### config.mk
export PLATFORM = sky130hd
export DESIGN_NAME = vpa_stats
export DESIGN_NICKNAME = d
export VERILOG_FILES = /design/src/hw/rtl/vpa_pkg.sv /design/src/hw/rtl/vpa_stats.sv
export SDC_FILE = /design/constraint.sdc
export NUM_CORES = 2
export LEC_CHECK = 0
export BUFFER_PORTS_ARGS = -buffer_cell sky130_fd_sc_hd__buf_4
export CORE_ASPECT_RATIO = 0.5
export CORE_MARGIN = 2
export CORE_UTILIZATION = 46
export DETAILED_ROUTE_END_ITERATION = 16
export GPL_TIMING_DRIVEN = 1
export SYNTH_ARGS = -nofsm -noshare
export SYNTH_HDL_FRONTEND = slang
export SYNTH_SLANG_ARGS = --single-unit
### constraint.sdc
create_clock -name clock -period 17.7 [get_ports clock]
set_input_delay 3.54 -clock clock [delete_from_list [all_inputs] [get_ports clock]]
set_output_delay 3.54 -clock clock [all_outputs]
set_load 0.02 [all_outputs]
### src/hw/rtl/vpa_pkg.sv
// Shared widths, types and constants of the vibrance pixel adjuster.
package vpa_pkg;

   // Sample format and channel lanes.
   localparam int SAMPLE_BITS = 16;
   localparam int PORT_W      = 16;
   localparam int NUM_CH      = 3;
   localparam int CH_RED      = 0;
   localparam int CH_GREEN    = 1;
   localparam int CH_BLUE     = 2;
   localparam logic [SAMPLE_BITS-1:0] MAX_SAMPLE = {SAMPLE_BITS{1'b1}};

   // Control register widths.
   localparam int INT_W     = 15;
   localparam int BAL_W     = 17;
   localparam int WGT_W     = 17;
   localparam int CSR_W     = 17;
   localparam int CSR_IDX_W = 3;

   // Gain path: k = intensity * balance, its magnitude times the saturation span.
   localparam int K_W       = INT_W + BAL_W;
   localparam int KMAG_W    = K_W - 1;
   localparam int T_W       = SAMPLE_BITS + 1;
   localparam int XM_W      = KMAG_W + T_W;
   localparam int GAIN_FRAC = 12;
   localparam int Y_W       = XM_W - GAIN_FRAC;
   localparam int Q_W       = 20;
   localparam int N_TERM    = (Y_W - 1) / SAMPLE_BITS;
   localparam int CORR_W    = 3;
   localparam int N_CORR    = (1 << CORR_W) - 1;
   localparam int R_W       = SAMPLE_BITS + CORR_W;
   localparam int GAIN_W    = Q_W + 1;
   localparam logic [GAIN_W-1:0] UNITY_GAIN = GAIN_W'(1 << GAIN_FRAC);

   // Luma and output mix.
   localparam int LP_W      = SAMPLE_BITS + WGT_W;
   localparam int LQ_W      = LP_W + 2;
   localparam int LQ_SPLIT  = 18;
   localparam int LQH_W     = LQ_W - LQ_SPLIT;
   localparam int PL_W      = LQ_SPLIT + Q_W;
   localparam int PH_W      = LQH_W + Q_W;
   localparam int CG_W      = SAMPLE_BITS + 1 + GAIN_W;
   localparam int CG_SHIFT  = 16;
   localparam int ACC_W     = LQ_W + Q_W + 2;
   localparam int OUT_SHIFT = 28;
   localparam int HI_W      = ACC_W - OUT_SHIFT;

   // Pipeline shape: three units of three stages each.
   localparam int UNIT_STAGES = 3;
   localparam int NUM_STAGES  = 3 * UNIT_STAGES;

   // Control register indexes.
   typedef enum logic [CSR_IDX_W-1:0] {
      CFG_INTENSITY,
      CFG_GREEN_BALANCE,
      CFG_BLUE_BALANCE,
      CFG_RED_BALANCE,
      CFG_GREEN_WEIGHT,
      CFG_BLUE_WEIGHT,
      CFG_RED_WEIGHT,
      CFG_ALTERNATE
   } cfg_index_type;

   typedef struct packed {
      logic signed [INT_W-1:0]        intensity;
      logic [NUM_CH-1:0][BAL_W-1:0]   balance;
      logic [NUM_CH-1:0][WGT_W-1:0]   weight;
      logic                           alternate;
   } cfg_type;

   localparam cfg_type CFG_RESET = '{
      intensity: '0,
      balance:   {BAL_W'(4096), BAL_W'(4096), BAL_W'(4096)},
      weight:    {WGT_W'(13937), WGT_W'(46869), WGT_W'(4731)},
      alternate: 1'b0
   };

   // Fields carried from the front stages into the back stages.
   typedef struct packed {
      logic [NUM_CH-1:0][SAMPLE_BITS-1:0] sample;
      logic [LQ_W-1:0]                    luma;
      logic [NUM_CH-1:0]                  kneg;
      logic [PORT_W-1:0]                  alpha;
   } carry_type;

   typedef struct packed {
      carry_type                      carry;
      logic [NUM_CH-1:0][KMAG_W-1:0]  kmag;
      logic [NUM_CH-1:0][T_W-1:0]     span;
   } stats_type;

   typedef struct packed {
      carry_type                      carry;
      logic [NUM_CH-1:0][Q_W-1:0]     qabs;
      logic [NUM_CH-1:0][GAIN_W-1:0]  gain;
   } gain_type;

endpackage

### src/hw/rtl/vpa_stats.sv
// Front stages: saturation span, luma sum and per-channel strength factor.
module vpa_stats (
   input  logic                                 clock,
   input  logic [vpa_pkg::UNIT_STAGES-1:0]      stage_en,
   input  vpa_pkg::cfg_type                     cfg,
   input  logic [vpa_pkg::PORT_W-1:0]           red_in,
   input  logic [vpa_pkg::PORT_W-1:0]           green_in,
   input  logic [vpa_pkg::PORT_W-1:0]           blue_in,
   input  logic [vpa_pkg::PORT_W-1:0]           alpha_in,
   output vpa_pkg::stats_type                   stats
);
   import vpa_pkg::*;

   logic [NUM_CH-1:0][SAMPLE_BITS-1:0] s1_sample_ff, s1_sample_in;
   logic [SAMPLE_BITS-1:0]             s1_span_ff, s1_span_in;
   logic [PORT_W-1:0]                  s1_alpha_ff;
   logic [SAMPLE_BITS-1:0]             hi_val, lo_val;

   logic [NUM_CH-1:0][SAMPLE_BITS-1:0] s2_sample_ff;
   logic [SAMPLE_BITS-1:0]             s2_span_ff;
   logic [PORT_W-1:0]                  s2_alpha_ff;
   logic [LP_W-1:0]                    s2_lp_ff [NUM_CH];
   logic [LP_W-1:0]                    s2_lp_in [NUM_CH];
   logic signed [K_W-1:0]              s2_k_ff [NUM_CH];
   logic signed [K_W-1:0]              s2_k_in [NUM_CH];

   stats_type                          s3_ff, s3_in;
   logic signed [K_W-1:0]              k_abs [NUM_CH];
   logic [NUM_CH-1:0]                  k_pos;

   // Stage 1: keep the low sample bits and find the max-min span.
   always_comb begin
      s1_sample_in[CH_RED]   = red_in[SAMPLE_BITS-1:0];
      s1_sample_in[CH_GREEN] = green_in[SAMPLE_BITS-1:0];
      s1_sample_in[CH_BLUE]  = blue_in[SAMPLE_BITS-1:0];
      hi_val = s1_sample_in[CH_RED];
      lo_val = s1_sample_in[CH_RED];
      for (int ch = 1; ch < NUM_CH; ch++) begin
         if (s1_sample_in[ch] > hi_val) hi_val = s1_sample_in[ch];
         if (s1_sample_in[ch] < lo_val) lo_val = s1_sample_in[ch];
      end
      s1_span_in = hi_val - lo_val;
   end

   always_ff @(posedge clock) begin
      if (stage_en[0]) begin
         s1_sample_ff <= s1_sample_in;
         s1_span_ff   <= s1_span_in;
         s1_alpha_ff  <= alpha_in;
      end
   end

   // Stage 2: luma products and the strength factor of each channel.
   always_comb begin
      for (int ch = 0; ch < NUM_CH; ch++) begin
         s2_lp_in[ch] = s1_sample_ff[ch] * cfg.weight[ch];
         s2_k_in[ch]  = cfg.intensity * $signed(cfg.balance[ch]);
      end
   end

   always_ff @(posedge clock) begin
      if (stage_en[1]) begin
         s2_sample_ff <= s1_sample_ff;
         s2_span_ff   <= s1_span_ff;
         s2_alpha_ff  <= s1_alpha_ff;
         for (int ch = 0; ch < NUM_CH; ch++) begin
            s2_lp_ff[ch] <= s2_lp_in[ch];
            s2_k_ff[ch]  <= s2_k_in[ch];
         end
      end
   end

   // Stage 3: luma sum, factor magnitude and the signed saturation term.
   // The term is M - d when the saturation sign is positive, M + d otherwise.
   always_comb begin
      s3_in.carry.sample = s2_sample_ff;
      s3_in.carry.alpha  = s2_alpha_ff;
      s3_in.carry.luma   = LQ_W'(s2_lp_ff[CH_RED]) + LQ_W'(s2_lp_ff[CH_GREEN])
                         + LQ_W'(s2_lp_ff[CH_BLUE]);
      for (int ch = 0; ch < NUM_CH; ch++) begin
         s3_in.carry.kneg[ch] = s2_k_ff[ch][K_W-1];
         k_pos[ch]            = !s2_k_ff[ch][K_W-1] && (s2_k_ff[ch] != '0);
         k_abs[ch]            = s2_k_ff[ch][K_W-1] ? -s2_k_ff[ch] : s2_k_ff[ch];
         s3_in.kmag[ch]       = k_abs[ch][KMAG_W-1:0];
         if (cfg.alternate == k_pos[ch]) begin
            s3_in.span[ch] = T_W'(MAX_SAMPLE) - T_W'(s2_span_ff);
         end else begin
            s3_in.span[ch] = T_W'(MAX_SAMPLE) + T_W'(s2_span_ff);
         end
      end
   end

   always_ff @(posedge clock) begin
      if (stage_en[2]) begin
         s3_ff <= s3_in;
      end
   end

   assign stats = s3_ff;

endmodule

==> impl_results.md <==
* GP Congestion at 0.8766
* Total Routing Usage GR at 22.65%
* Routed WL at 195500 um
* RR Startpoint: s1_sample_ff[34]
* Simple-gate share of the synthesized area at 12.85%
* CTS buffer count at 59
* Outcome: finished clean
* Cells after synthesis at 7912
* Iteration-0 DRC Markers at 2704
* Worst slew pin tran at 1.077 ns
* First-pass GRT wire length at 315500 um
* Layout Skew at 0.05001 ns
* Critical path class: input port to flop
* TNS Setup at 0 ns
* Top cells by area, synth: fa_1, edfxtp_1, ha_1, inv_1, nand2_1
* Clock latency on the worst-skew pair at 0.73 ns
* Tcrit/Tclk final at 59.56%
* Unrepaired setup endpoints after global routing: no
* Crit path launch: red_in[11]
* Max Freq at 0.09485 GHz
* Hold_buf cts at 0
* Critical Path Sink Type: flop
* # nets final at 10417
* Post-synth cell types at 72
* CTS H-Tree Depth at 2
* Setup repair bufs after CTS at 0
* Worst Hold Class: flop to flop
* Layout cells sized above 1 at 7.104%
* Antenna viol nets, final at 0
* Largest net degree at the start of global routing at 88
* CP max-delay cell: nor2_2
* CTS sink cnt at 601
* Worst-path clk slew at 0.07 ns
* Adder-Cell Fraction of Synth Area at 45.65%
* Port Buffer Count at 431
* Register bit total from synthesis at 601
* Max Cap Violations at 0
* Initial antenna violation count at 6
* Critical path's most frequent cell: a21oi_1
* Min cycle time layout at 10.54 ns
* Final Max Slew Viols at 0
* Vias per cell at 5.099
* Largest fanout on the critical path at 34
* # IOs at 432
* CTS tree: yes
* Crit start category: input port
* Vias in the first global route at 56681
* Post-synth top area share at 35.15%
* Final hold violation count at 0
* Final HPWL DP at 153700 um
* Die height at 298.7 um
* Req. time, crit path at 18.13 ns
* Post-synthesis mux area share at 0.2802%
* Clk buf depth at 3
* Post-Route Utilization at 50.41%
* Area Overhead vs Synth at 9.103%
* Compound-Gate Fraction of Synth Area at 5.209%
* Main combinational cell family by area after synthesis: adder cells
* Syn Nets at 10172
* CP Data Arrival Time at 10.97 ns
* Final Setup Violations at 0
* Sequential area share after synthesis at 22.58%
* Area of the mapped netlist at 79920 um^2
* Synth warn at 0
* Core area at 173000 um^2
* Resize count post-CTS at 0
* Xor and xnor area share after synthesis at 3.999%
* Via count at 53624
* EDFF count, synth at 601
* Die area at 177300 um^2
* Post-synth top flop: edfxtp_1
* CP peak stage delay at 0.66 ns
* Remaining DRCs at 0
* CTS Root Cell: clkbuf_16
* TritonRoute pass-1 iters at 6
* Syn avg cell area at 10.10 um^2
* Hold_sp: s1_span_ff[14]
* Die W at 593.5 um
* Yosys top cell by area: fa_1
* Starting Density at 46.20%
* Num rows at 108
* Antenna Cells at 0
* GRT Residual Overflow at 0
* Post-synthesis async set-or-reset flop share at 0%
* Slew margin rel. at 28.20%
* DR WL/cell at 18.59 um
## area by class of cell
class | count | area [um^2]
well taps | 2310 | 2890
flip-flops and latches | 601 | 18050
clock inverters | 44 | 454.2
inverters | 1727 | 6482
clock buffers | 67 | 1506
multi-input cells | 5307 | 54330
repair buffers | 461 | 3476
fillers | 16089 | 85770
## per-layer routing
metal | routed length (um) | vias up | GRT usage, %
met5 | 48 | - | 0
met4 | 4283 | 8 | 5.125
met3 | 8547 | 231 | 2.437
met1 | 85430 | 27476 | 30.24
met2 | 97180 | 1127 | 39.87
li1 | - | 24782 | -
## cells in the mapped netlist, drive strengths merged (23+ instances only)
library cell,n
nand2b,45
a21oi,202
inv,1726
clkbuf,273
o21a,33
nor2,218
nor3,45
or3,23
edfxtp,601
nand2,1151
nand3,38
o21bai,41
o21ai,130
ha,671
xor2,85
xnor2,279
a21o,93
fa,1403
o31ai,30
and2,562
## layout by cell type (no fill, tap or decap), types with 20 or more instances in the layout
cell / n
nor3_1: 45
edfxtp_1: 601
buf_4: 459
nand2_1: 1151
a31oi_1: 22
o21a_1: 33
nand2b_1: 45
xor2_1: 84
xnor2_1: 279
nor2_1: 217
ha_1: 671
and2_1: 562
a21o_1: 93
o21ai_0: 130
nand4_1: 20
a21oi_1: 202
o21bai_1: 40
nand3_1: 38
nor2b_1: 20
inv_1: 1726
and3_1: 20
clkbuf_16: 59
o31ai_1: 30
fa_1: 1403
## per-stage QoR
step	area [um^2]	setup slack, ns	hold slack (ns)	instances
final	87190	7.157	0.3725	10517
after global routing	87190	6.652	0.4116	10517
after CTS	87190	7.272	0.3780	10517
after detailed placement	85230	6.509	0.4045	10406
after global placement	85230	6.543	0.4009	10406
after floorplan	79920	7.694	0.4003	7912
## worst max-delay path, delay by kind of cell
family / cells / cell delay, ns
AOI/OAI and AO/OA: 17 / 3.35
and+or+nand+nor: 5 / 1.97
adders and majority gates: 4 / 1.25
buffers and inverters: 4 / 0.53
muxes: 1 / 0.26
xor gates and xnor gates: 1 / 0.08
## final timing paths
check | cells past startpoint | slack [ns] | endpoint
worst min register to register | 0 | 0.37 | s2_span_ff[14]
worst min-delay path | 0 | 0.37 | s2_span_ff[14]
worst max-delay path | 32 | 7.16 | s1_span_ff[14]
worst max register to register | 20 | 10.34 | s2_lp_ff[0][96]
## sequential cells by signal, summed over array words and instances, names as in the netlist
register and count:
s2_k_ff 96, s2_lp_ff 99, stats 246, s2_alpha_ff 16, s1_alpha_ff 16, s2_sample_ff 48
s1_sample_ff 48, s2_span_ff 16, s1_span_ff 16
## cell families (layout without fill, tap and decap cells)
group | after synthesis | count (layout)
flops | 601 | 601
fa+ha+maj | 2074 | 2074
xor+xnor | 364 | 364
simple gates | 2193 | 2193
mux | 21 | 21
buf+inv | 2004 | 2299
compound gates | 655 | 655
Power is left out: the tool's default activity adds up to more than one toggle a clock period on the data nets, which glitch-free logic cannot reach.
