--- config.mk ---
export PLATFORM = sky130hd
export DESIGN_NAME = vpa_gain
export DESIGN_NICKNAME = d
export VERILOG_FILES = /design/src/hw/rtl/vpa_pkg.sv /design/src/hw/rtl/vpa_gain.sv
export SDC_FILE = /design/constraint.sdc
export NUM_CORES = 2
export LEC_CHECK = 0
export BUFFER_PORTS_ARGS = -buffer_cell sky130_fd_sc_hd__clkbuf_2
export CAP_MARGIN = 20
export CORE_UTILIZATION = 30
export DETAILED_ROUTE_END_ITERATION = 10
export GPL_ROUTABILITY_DRIVEN = 0
export SYNTH_ARGS = -nofsm -noshare
export SYNTH_HDL_FRONTEND = slang
export SYNTH_SLANG_ARGS = --single-unit
--- constraint.sdc ---
create_clock -name clock -period 9.7 [get_ports clock]
set_input_delay 1.455 -clock clock [delete_from_list [all_inputs] [get_ports clock]]
set_output_delay 1.455 -clock clock [all_outputs]
set_load 0.02 [all_outputs]
--- src/hw/rtl/vpa_pkg.sv ---
// Shared widths, types and constants of the vibrance pixel adjuster.
package vpa_pkg;

   // Sample format and channel lanes.
   localparam int SAMPLE_BITS = 16;
   localparam int PORT_W      = 16;
   localparam int NUM_CH      = 3;
   localparam int CH_RED      = 0;
   localparam int CH_GREEN    = 1;
   localparam int CH_BLUE     = 2;
   localparam logic [SAMPLE_BITS-1:0] MAX_SAMPLE = {SAMPLE_BITS{1'b1}};

   // Control register widths.
   localparam int INT_W     = 15;
   localparam int BAL_W     = 17;
   localparam int WGT_W     = 17;
   localparam int CSR_W     = 17;
   localparam int CSR_IDX_W = 3;

   // Gain path: k = intensity * balance, its magnitude times the saturation span.
   localparam int K_W       = INT_W + BAL_W;
   localparam int KMAG_W    = K_W - 1;
   localparam int T_W       = SAMPLE_BITS + 1;
   localparam int XM_W      = KMAG_W + T_W;
   localparam int GAIN_FRAC = 12;
   localparam int Y_W       = XM_W - GAIN_FRAC;
   localparam int Q_W       = 20;
   localparam int N_TERM    = (Y_W - 1) / SAMPLE_BITS;
   localparam int CORR_W    = 3;
   localparam int N_CORR    = (1 << CORR_W) - 1;
   localparam int R_W       = SAMPLE_BITS + CORR_W;
   localparam int GAIN_W    = Q_W + 1;
   localparam logic [GAIN_W-1:0] UNITY_GAIN = GAIN_W'(1 << GAIN_FRAC);

   // Luma and output mix.
   localparam int LP_W      = SAMPLE_BITS + WGT_W;
   localparam int LQ_W      = LP_W + 2;
   localparam int LQ_SPLIT  = 18;
   localparam int LQH_W     = LQ_W - LQ_SPLIT;
   localparam int PL_W      = LQ_SPLIT + Q_W;
   localparam int PH_W      = LQH_W + Q_W;
   localparam int CG_W      = SAMPLE_BITS + 1 + GAIN_W;
   localparam int CG_SHIFT  = 16;
   localparam int ACC_W     = LQ_W + Q_W + 2;
   localparam int OUT_SHIFT = 28;
   localparam int HI_W      = ACC_W - OUT_SHIFT;

   // Pipeline shape: three units of three stages each.
   localparam int UNIT_STAGES = 3;
   localparam int NUM_STAGES  = 3 * UNIT_STAGES;

   // Control register indexes.
   typedef enum logic [CSR_IDX_W-1:0] {
      CFG_INTENSITY,
      CFG_GREEN_BALANCE,
      CFG_BLUE_BALANCE,
      CFG_RED_BALANCE,
      CFG_GREEN_WEIGHT,
      CFG_BLUE_WEIGHT,
      CFG_RED_WEIGHT,
      CFG_ALTERNATE
   } cfg_index_type;

   typedef struct packed {
      logic signed [INT_W-1:0]        intensity;
      logic [NUM_CH-1:0][BAL_W-1:0]   balance;
      logic [NUM_CH-1:0][WGT_W-1:0]   weight;
      logic                           alternate;
   } cfg_type;

   localparam cfg_type CFG_RESET = '{
      intensity: '0,
      balance:   {BAL_W'(4096), BAL_W'(4096), BAL_W'(4096)},
      weight:    {WGT_W'(13937), WGT_W'(46869), WGT_W'(4731)},
      alternate: 1'b0
   };

   // Fields carried from the front stages into the back stages.
   typedef struct packed {
      logic [NUM_CH-1:0][SAMPLE_BITS-1:0] sample;
      logic [LQ_W-1:0]                    luma;
      logic [NUM_CH-1:0]                  kneg;
      logic [PORT_W-1:0]                  alpha;
   } carry_type;

   typedef struct packed {
      carry_type                      carry;
      logic [NUM_CH-1:0][KMAG_W-1:0]  kmag;
      logic [NUM_CH-1:0][T_W-1:0]     span;
   } stats_type;

   typedef struct packed {
      carry_type                      carry;
      logic [NUM_CH-1:0][Q_W-1:0]     qabs;
      logic [NUM_CH-1:0][GAIN_W-1:0]  gain;
   } gain_type;

endpackage

--- src/hw/rtl/vpa_gain.sv ---
// Middle stages: per-channel gain, with the divide by (M * 4096) done by folding.
module vpa_gain (
   input  logic                                 clock,
   input  logic [vpa_pkg::UNIT_STAGES-1:0]      stage_en,
   input  vpa_pkg::stats_type                   stats,
   output vpa_pkg::gain_type                    gain_out
);
   import vpa_pkg::*;

   carry_type          s4_carry_ff;
   logic [XM_W-1:0]    s4_xm_ff [NUM_CH];

   carry_type          s5_carry_ff;
   logic [Q_W-1:0]     s5_q0_ff [NUM_CH];
   logic [Q_W-1:0]     s5_q0_in [NUM_CH];
   logic [R_W-1:0]     s5_ylo_ff [NUM_CH];
   logic [R_W-1:0]     s5_ylo_in [NUM_CH];
   logic [Y_W-1:0]     y_val [NUM_CH];
   logic [Y_W-1:0]     fold_sum [NUM_CH];

   gain_type           s6_ff, s6_in;
   logic [R_W-1:0]     rem_val [NUM_CH];
   logic [CORR_W-1:0]  corr [NUM_CH];

   // Stage 4: magnitude of k times the saturation term.
   always_ff @(posedge clock) begin
      if (stage_en[0]) begin
         s4_carry_ff <= stats.carry;
         for (int ch = 0; ch < NUM_CH; ch++) begin
            s4_xm_ff[ch] <= stats.kmag[ch] * stats.span[ch];
         end
      end
   end

   // Stage 5: drop the Q.12 fraction, then estimate y / (2^n - 1) as the sum
   // of y shifted by n, 2n, ... which never overshoots the true quotient.
   always_comb begin
      for (int ch = 0; ch < NUM_CH; ch++) begin
         y_val[ch]    = s4_xm_ff[ch][XM_W-1:GAIN_FRAC];
         fold_sum[ch] = '0;
         for (int j = 1; j <= N_TERM; j++) begin
            fold_sum[ch] = fold_sum[ch] + (y_val[ch] >> (j * SAMPLE_BITS));
         end
         s5_q0_in[ch]  = fold_sum[ch][Q_W-1:0];
         s5_ylo_in[ch] = y_val[ch][R_W-1:0];
      end
   end

   always_ff @(posedge clock) begin
      if (stage_en[1]) begin
         s5_carry_ff <= s4_carry_ff;
         for (int ch = 0; ch < NUM_CH; ch++) begin
            s5_q0_ff[ch]  <= s5_q0_in[ch];
            s5_ylo_ff[ch] <= s5_ylo_in[ch];
         end
      end
   end

   // Stage 6: the remainder is below a few multiples of M, so a row of
   // compares gives the correction. Gain is unity plus or minus the quotient.
   always_comb begin
      s6_in.carry = s5_carry_ff;
      for (int ch = 0; ch < NUM_CH; ch++) begin
         rem_val[ch] = s5_ylo_ff[ch]
                     - {s5_q0_ff[ch][CORR_W-1:0], {SAMPLE_BITS{1'b0}}}
                     + s5_q0_ff[ch][R_W-1:0];
         corr[ch] = '0;
         for (int i = 1; i <= N_CORR; i++) begin
            if (rem_val[ch] >= R_W'(i * int'(MAX_SAMPLE))) begin
               corr[ch] = corr[ch] + CORR_W'(1);
            end
         end
         s6_in.qabs[ch] = s5_q0_ff[ch] + Q_W'(corr[ch]);
         if (s5_carry_ff.kneg[ch]) begin
            s6_in.gain[ch] = UNITY_GAIN - GAIN_W'(s6_in.qabs[ch]);
         end else begin
            s6_in.gain[ch] = UNITY_GAIN + GAIN_W'(s6_in.qabs[ch]);
         end
      end
   end

   always_ff @(posedge clock) begin
      if (stage_en[2]) begin
         s6_ff <= s6_in;
      end
   end

   assign gain_out = s6_ff;

endmodule

==> results.md <==
* Status: finished clean
* Worst slew margin at approximately a third
* Fin crit share at 95.0%
* Synth Area in Compound Gates at between 4 and 5%
* Post-DR wirelength/cell at 18.7 um
* Total GRT Usage at 16.5%
* Synth area leader: fa_1
* Clock latency at the later pin of the worst-skew pair at 0.68 ns
* Post-Synthesis Cells at roughly 7500
* Final Hold Viols at 0
* Final setup vio count at 0
* Reg clk slew, reported paths at 0.10 ns
* FF-to-FF End: gain_out[60]$_DFFE_PP_
* Post-synth EDFFs at roughly 650
* Xor/xnor share of the synthesized area at 3.55%
* Starting Density at a little under a third
* Yosys warns at 0
* IO buf count at 474
* Asr flop ratio synth at 0%
* Crit-path max FO at 8
* IO Count at 475
* Core Area at about 250000 um2
* Max-slew violation count at 0
* Ys flop type: edfxtp_1
* Die area at 256000 um2
* Mapped Area at around 76000 um2
* Crit path launch type: flip-flop
* # rows at 184
* CTS max path bufs at 3
* Tmin final at 9.22 ns
* Congestion Overflow GR at 0
* Simple-gate share of the synthesized area at a little over an eighth
* WS Path Type: flip-flop to flip-flop
* CTS Hold Bufs at 0
* TritonCTS buffer count at 74
* Top post-synthesis cells by area: fa_1, edfxtp_1, ha_1, inv_1, nand2_1
* 1st-pass router iterations at 8
* DRC at 0
* FILL cells at 25447
* Worst endpoint required time at 10.12 ns
* Synth unique cells at 94
* Antenna violations before repair at 12
* Slew @ Worst Pin at ~1 ns
* Vias in the first global route at between 50000 and 60000
* Clock sinks at approximately 650
* CTS tree: built
* Fin cells at 11177
* Layout cells sized above 1 at 9.50%
* Crit. End Element: flip-flop
* Adder-cell share of the synthesized area at 42.7%
* First-pass GRT wire length at 328000 um
* Syn_area_per_cell at 10.2 um2
* WL final at 209000 um
* Count leader, synth: inv_1
* Detailed placer's ending HPWL at about 160000 um
* Vias per cell at roughly 4.8
* Critical path arrival at 9.64 ns
* Layout area overhead at 11.5%
* Largest family of logic cells by synthesized area: adder cells
* Die Span X at 506 um
* Mux cell area share after synthesis at 0.194%
* Synth Register Bits at 651
* Most used cell, CP: ha_1
* Flop2flop setup slack at 0.48 ns
* CTS root buf: clkbuf_16
* Final net count at 9828
* Post-synth top area share at 34.4%
* Sequential cell area fraction in the yosys report at 25.7%
* Syn_nets at 9516
* Largest net degree at the start of global routing at 112
* Max Cap Viol at 0
* Top post-synthesis cells by count: inv_1, fa_1, nand2_1, edfxtp_1, ha_1
* Hold Path Class: flip-flop to flip-flop
* DRT iter0 DRCs at ~3500
* CTS HTree Levels at 3
* Worst-case reg-to-reg path depth at 37
* Via count at 53096
* Register area at 19500 um2
* Routed Antenna Nets at 0
* Placed Instances at 11026
* Crit path from: s5_q0_ff[0][43]$_DFFE_PP_
* CP max stage delay at 0.63 ns
* FF-to-FF Start: s5_q0_ff[0][43]$_DFFE_PP_
* Fmax at 108 MHz
* Die H at 506 um
* Crit-path slowest cell: or4b_2
* Fin Clk Skew at 0.0368 ns
* CP endpoint: gain_out[60]$_DFFE_PP_
* Area taken by multi-input logic gates at between 40000 and 50000 um2
[logic make-up (layout without fill, tap and decap cells)]
kind of cell,count (synthesis),count (layout)
buffers and inverters,1910,2283
muxes,14,14
and+or+nand+nor,2202,2202
other,0,5
DFF,651,651
AOI/OAI and AO/OA,551,551
xor gates and xnor gates,308,308
adders and majority gates,1815,1815
[layout by cell type (no fill, tap or decap), types with 10 or more instances in the layout]
| cell type | n |
|---|---|
| a211oi_1 | 23 |
| a21o_1 | 55 |
| a21oi_1 | 125 |
| a31oi_1 | 21 |
| and2_1 | 441 |
| and3_1 | 30 |
| and4_1 | 10 |
| buf_4 | 77 |
| clkbuf_16 | 76 |
| clkbuf_2 | 471 |
| clkinv_1 | 12 |
| edfxtp_1 | 651 |
| fa_1 | 1308 |
| ha_1 | 507 |
| inv_1 | 1594 |
| nand2_1 | 1268 |
| nand2b_1 | 23 |
| nand3_1 | 70 |
| nand4_1 | 39 |
| nor2_1 | 144 |
| nor2b_1 | 35 |
| nor3_1 | 59 |
| nor4_1 | 18 |
| o211ai_1 | 15 |
| o21a_1 | 35 |
| o21ai_0 | 95 |
| o21ai_1 | 10 |
| o21bai_1 | 16 |
| o31ai_1 | 16 |
| or3_1 | 12 |
| xnor2_1 | 231 |
| xor2_1 | 70 |
[what timing repair did]
action	in CTS	in global routing
buffers inserted	0	9
pin swaps	0	2
gates resized for setup	2	34
endpoints found under the setup margin	2	26
[cell type report]
type | instances | share of cell area (%)
Clock inverter | 53 | 0.705
Antenna cell | 5 | 0.0147
Timing Repair Buffer | 552 | 3.54
Clock buffer | 84 | 2.28
Inverter | 1594 | 7.05
Tap cell | 3348 | 4.94
Sequential cell | 651 | 23.0
Multi-Input combinational cell | 4890 | 58.4
[state kept, by name, summed over array words and instances, names as in the netlist]
register     cells
gain_out       222
s4_carry_ff    102
s5_q0_ff        60
s4_xm_ff       108
s5_ylo_ff       57
s5_carry_ff    102
[per-layer routing]
layer  track usage [%]  vias to the layer above  share of wire [%]
li1                  -                    23610                  -
met1              19.8                    27215                 39
met2              28.4                     1827                 48
met3              2.51                      442                6.3
met4              9.10                        2                6.1
met5                 0                        -             0.0043
[critical path: cells and delay by family, from the launching register on]
kind / cells / cell delay [ns]
simple gates: 13 / 3.41
fa+ha+maj: 7 / 2.02
compound gates: 7 / 1.62
xor+xnor: 5 / 0.66
flops: 1 / 0.47
mux: 2 / 0.44
buf+inv: 3 / 0.34
[worst min path at each step]
| stage | start | slack, ns | endpoint | depth (start not counted) |
|---|---|---|---|---|
| finish | s5_carry_ff[7]$_DFFE_PP_ | 0.39 | gain_out[130]$_DFFE_PP_ | 0 |
| global route | s5_carry_ff[61]$_DFFE_PP_ | 0.40 | gain_out[184]$_DFFE_PP_ | 0 |
| CTS | s5_carry_ff[61]$_DFFE_PP_ | 0.39 | gain_out[184]$_DFFE_PP_ | 0 |
| detailed placement | s5_carry_ff[26]$_DFFE_PP_ | 0.40 | gain_out[149]$_DFFE_PP_ | 0 |
| global placement | s4_carry_ff[64]$_DFFE_PP_ | 0.40 | s5_carry_ff[64]$_DFFE_PP_ | 0 |
| floorplan | s5_carry_ff[0]$_DFFE_PP_ | 0.40 | gain_out[123]$_DFFE_PP_ | 0 |
[per-stage QoR]
stage / setup TNS (ns) / area, um2 / setup slack [ns] / utilization, % / hold slack [ns]
floorplan: 0 / 76100 / 1.04 / - / 0.400
global placement: 0 / 82000 / 0.0789 / 32.6 / 0.400
detailed placement: -0.0445 / 82000 / -0.0445 / 32.6 / 0.405
CTS: 0 / 84600 / 0.0203 / 33.6 / 0.388
global route: -0.0740 / 84800 / -0.0253 / 33.7 / 0.400
finish: 0 / 84800 / 0.482 / 33.7 / 0.385
Power is not shown: default switching activity piles up to over one toggle a cycle in this logic, so the estimate is an artifact.
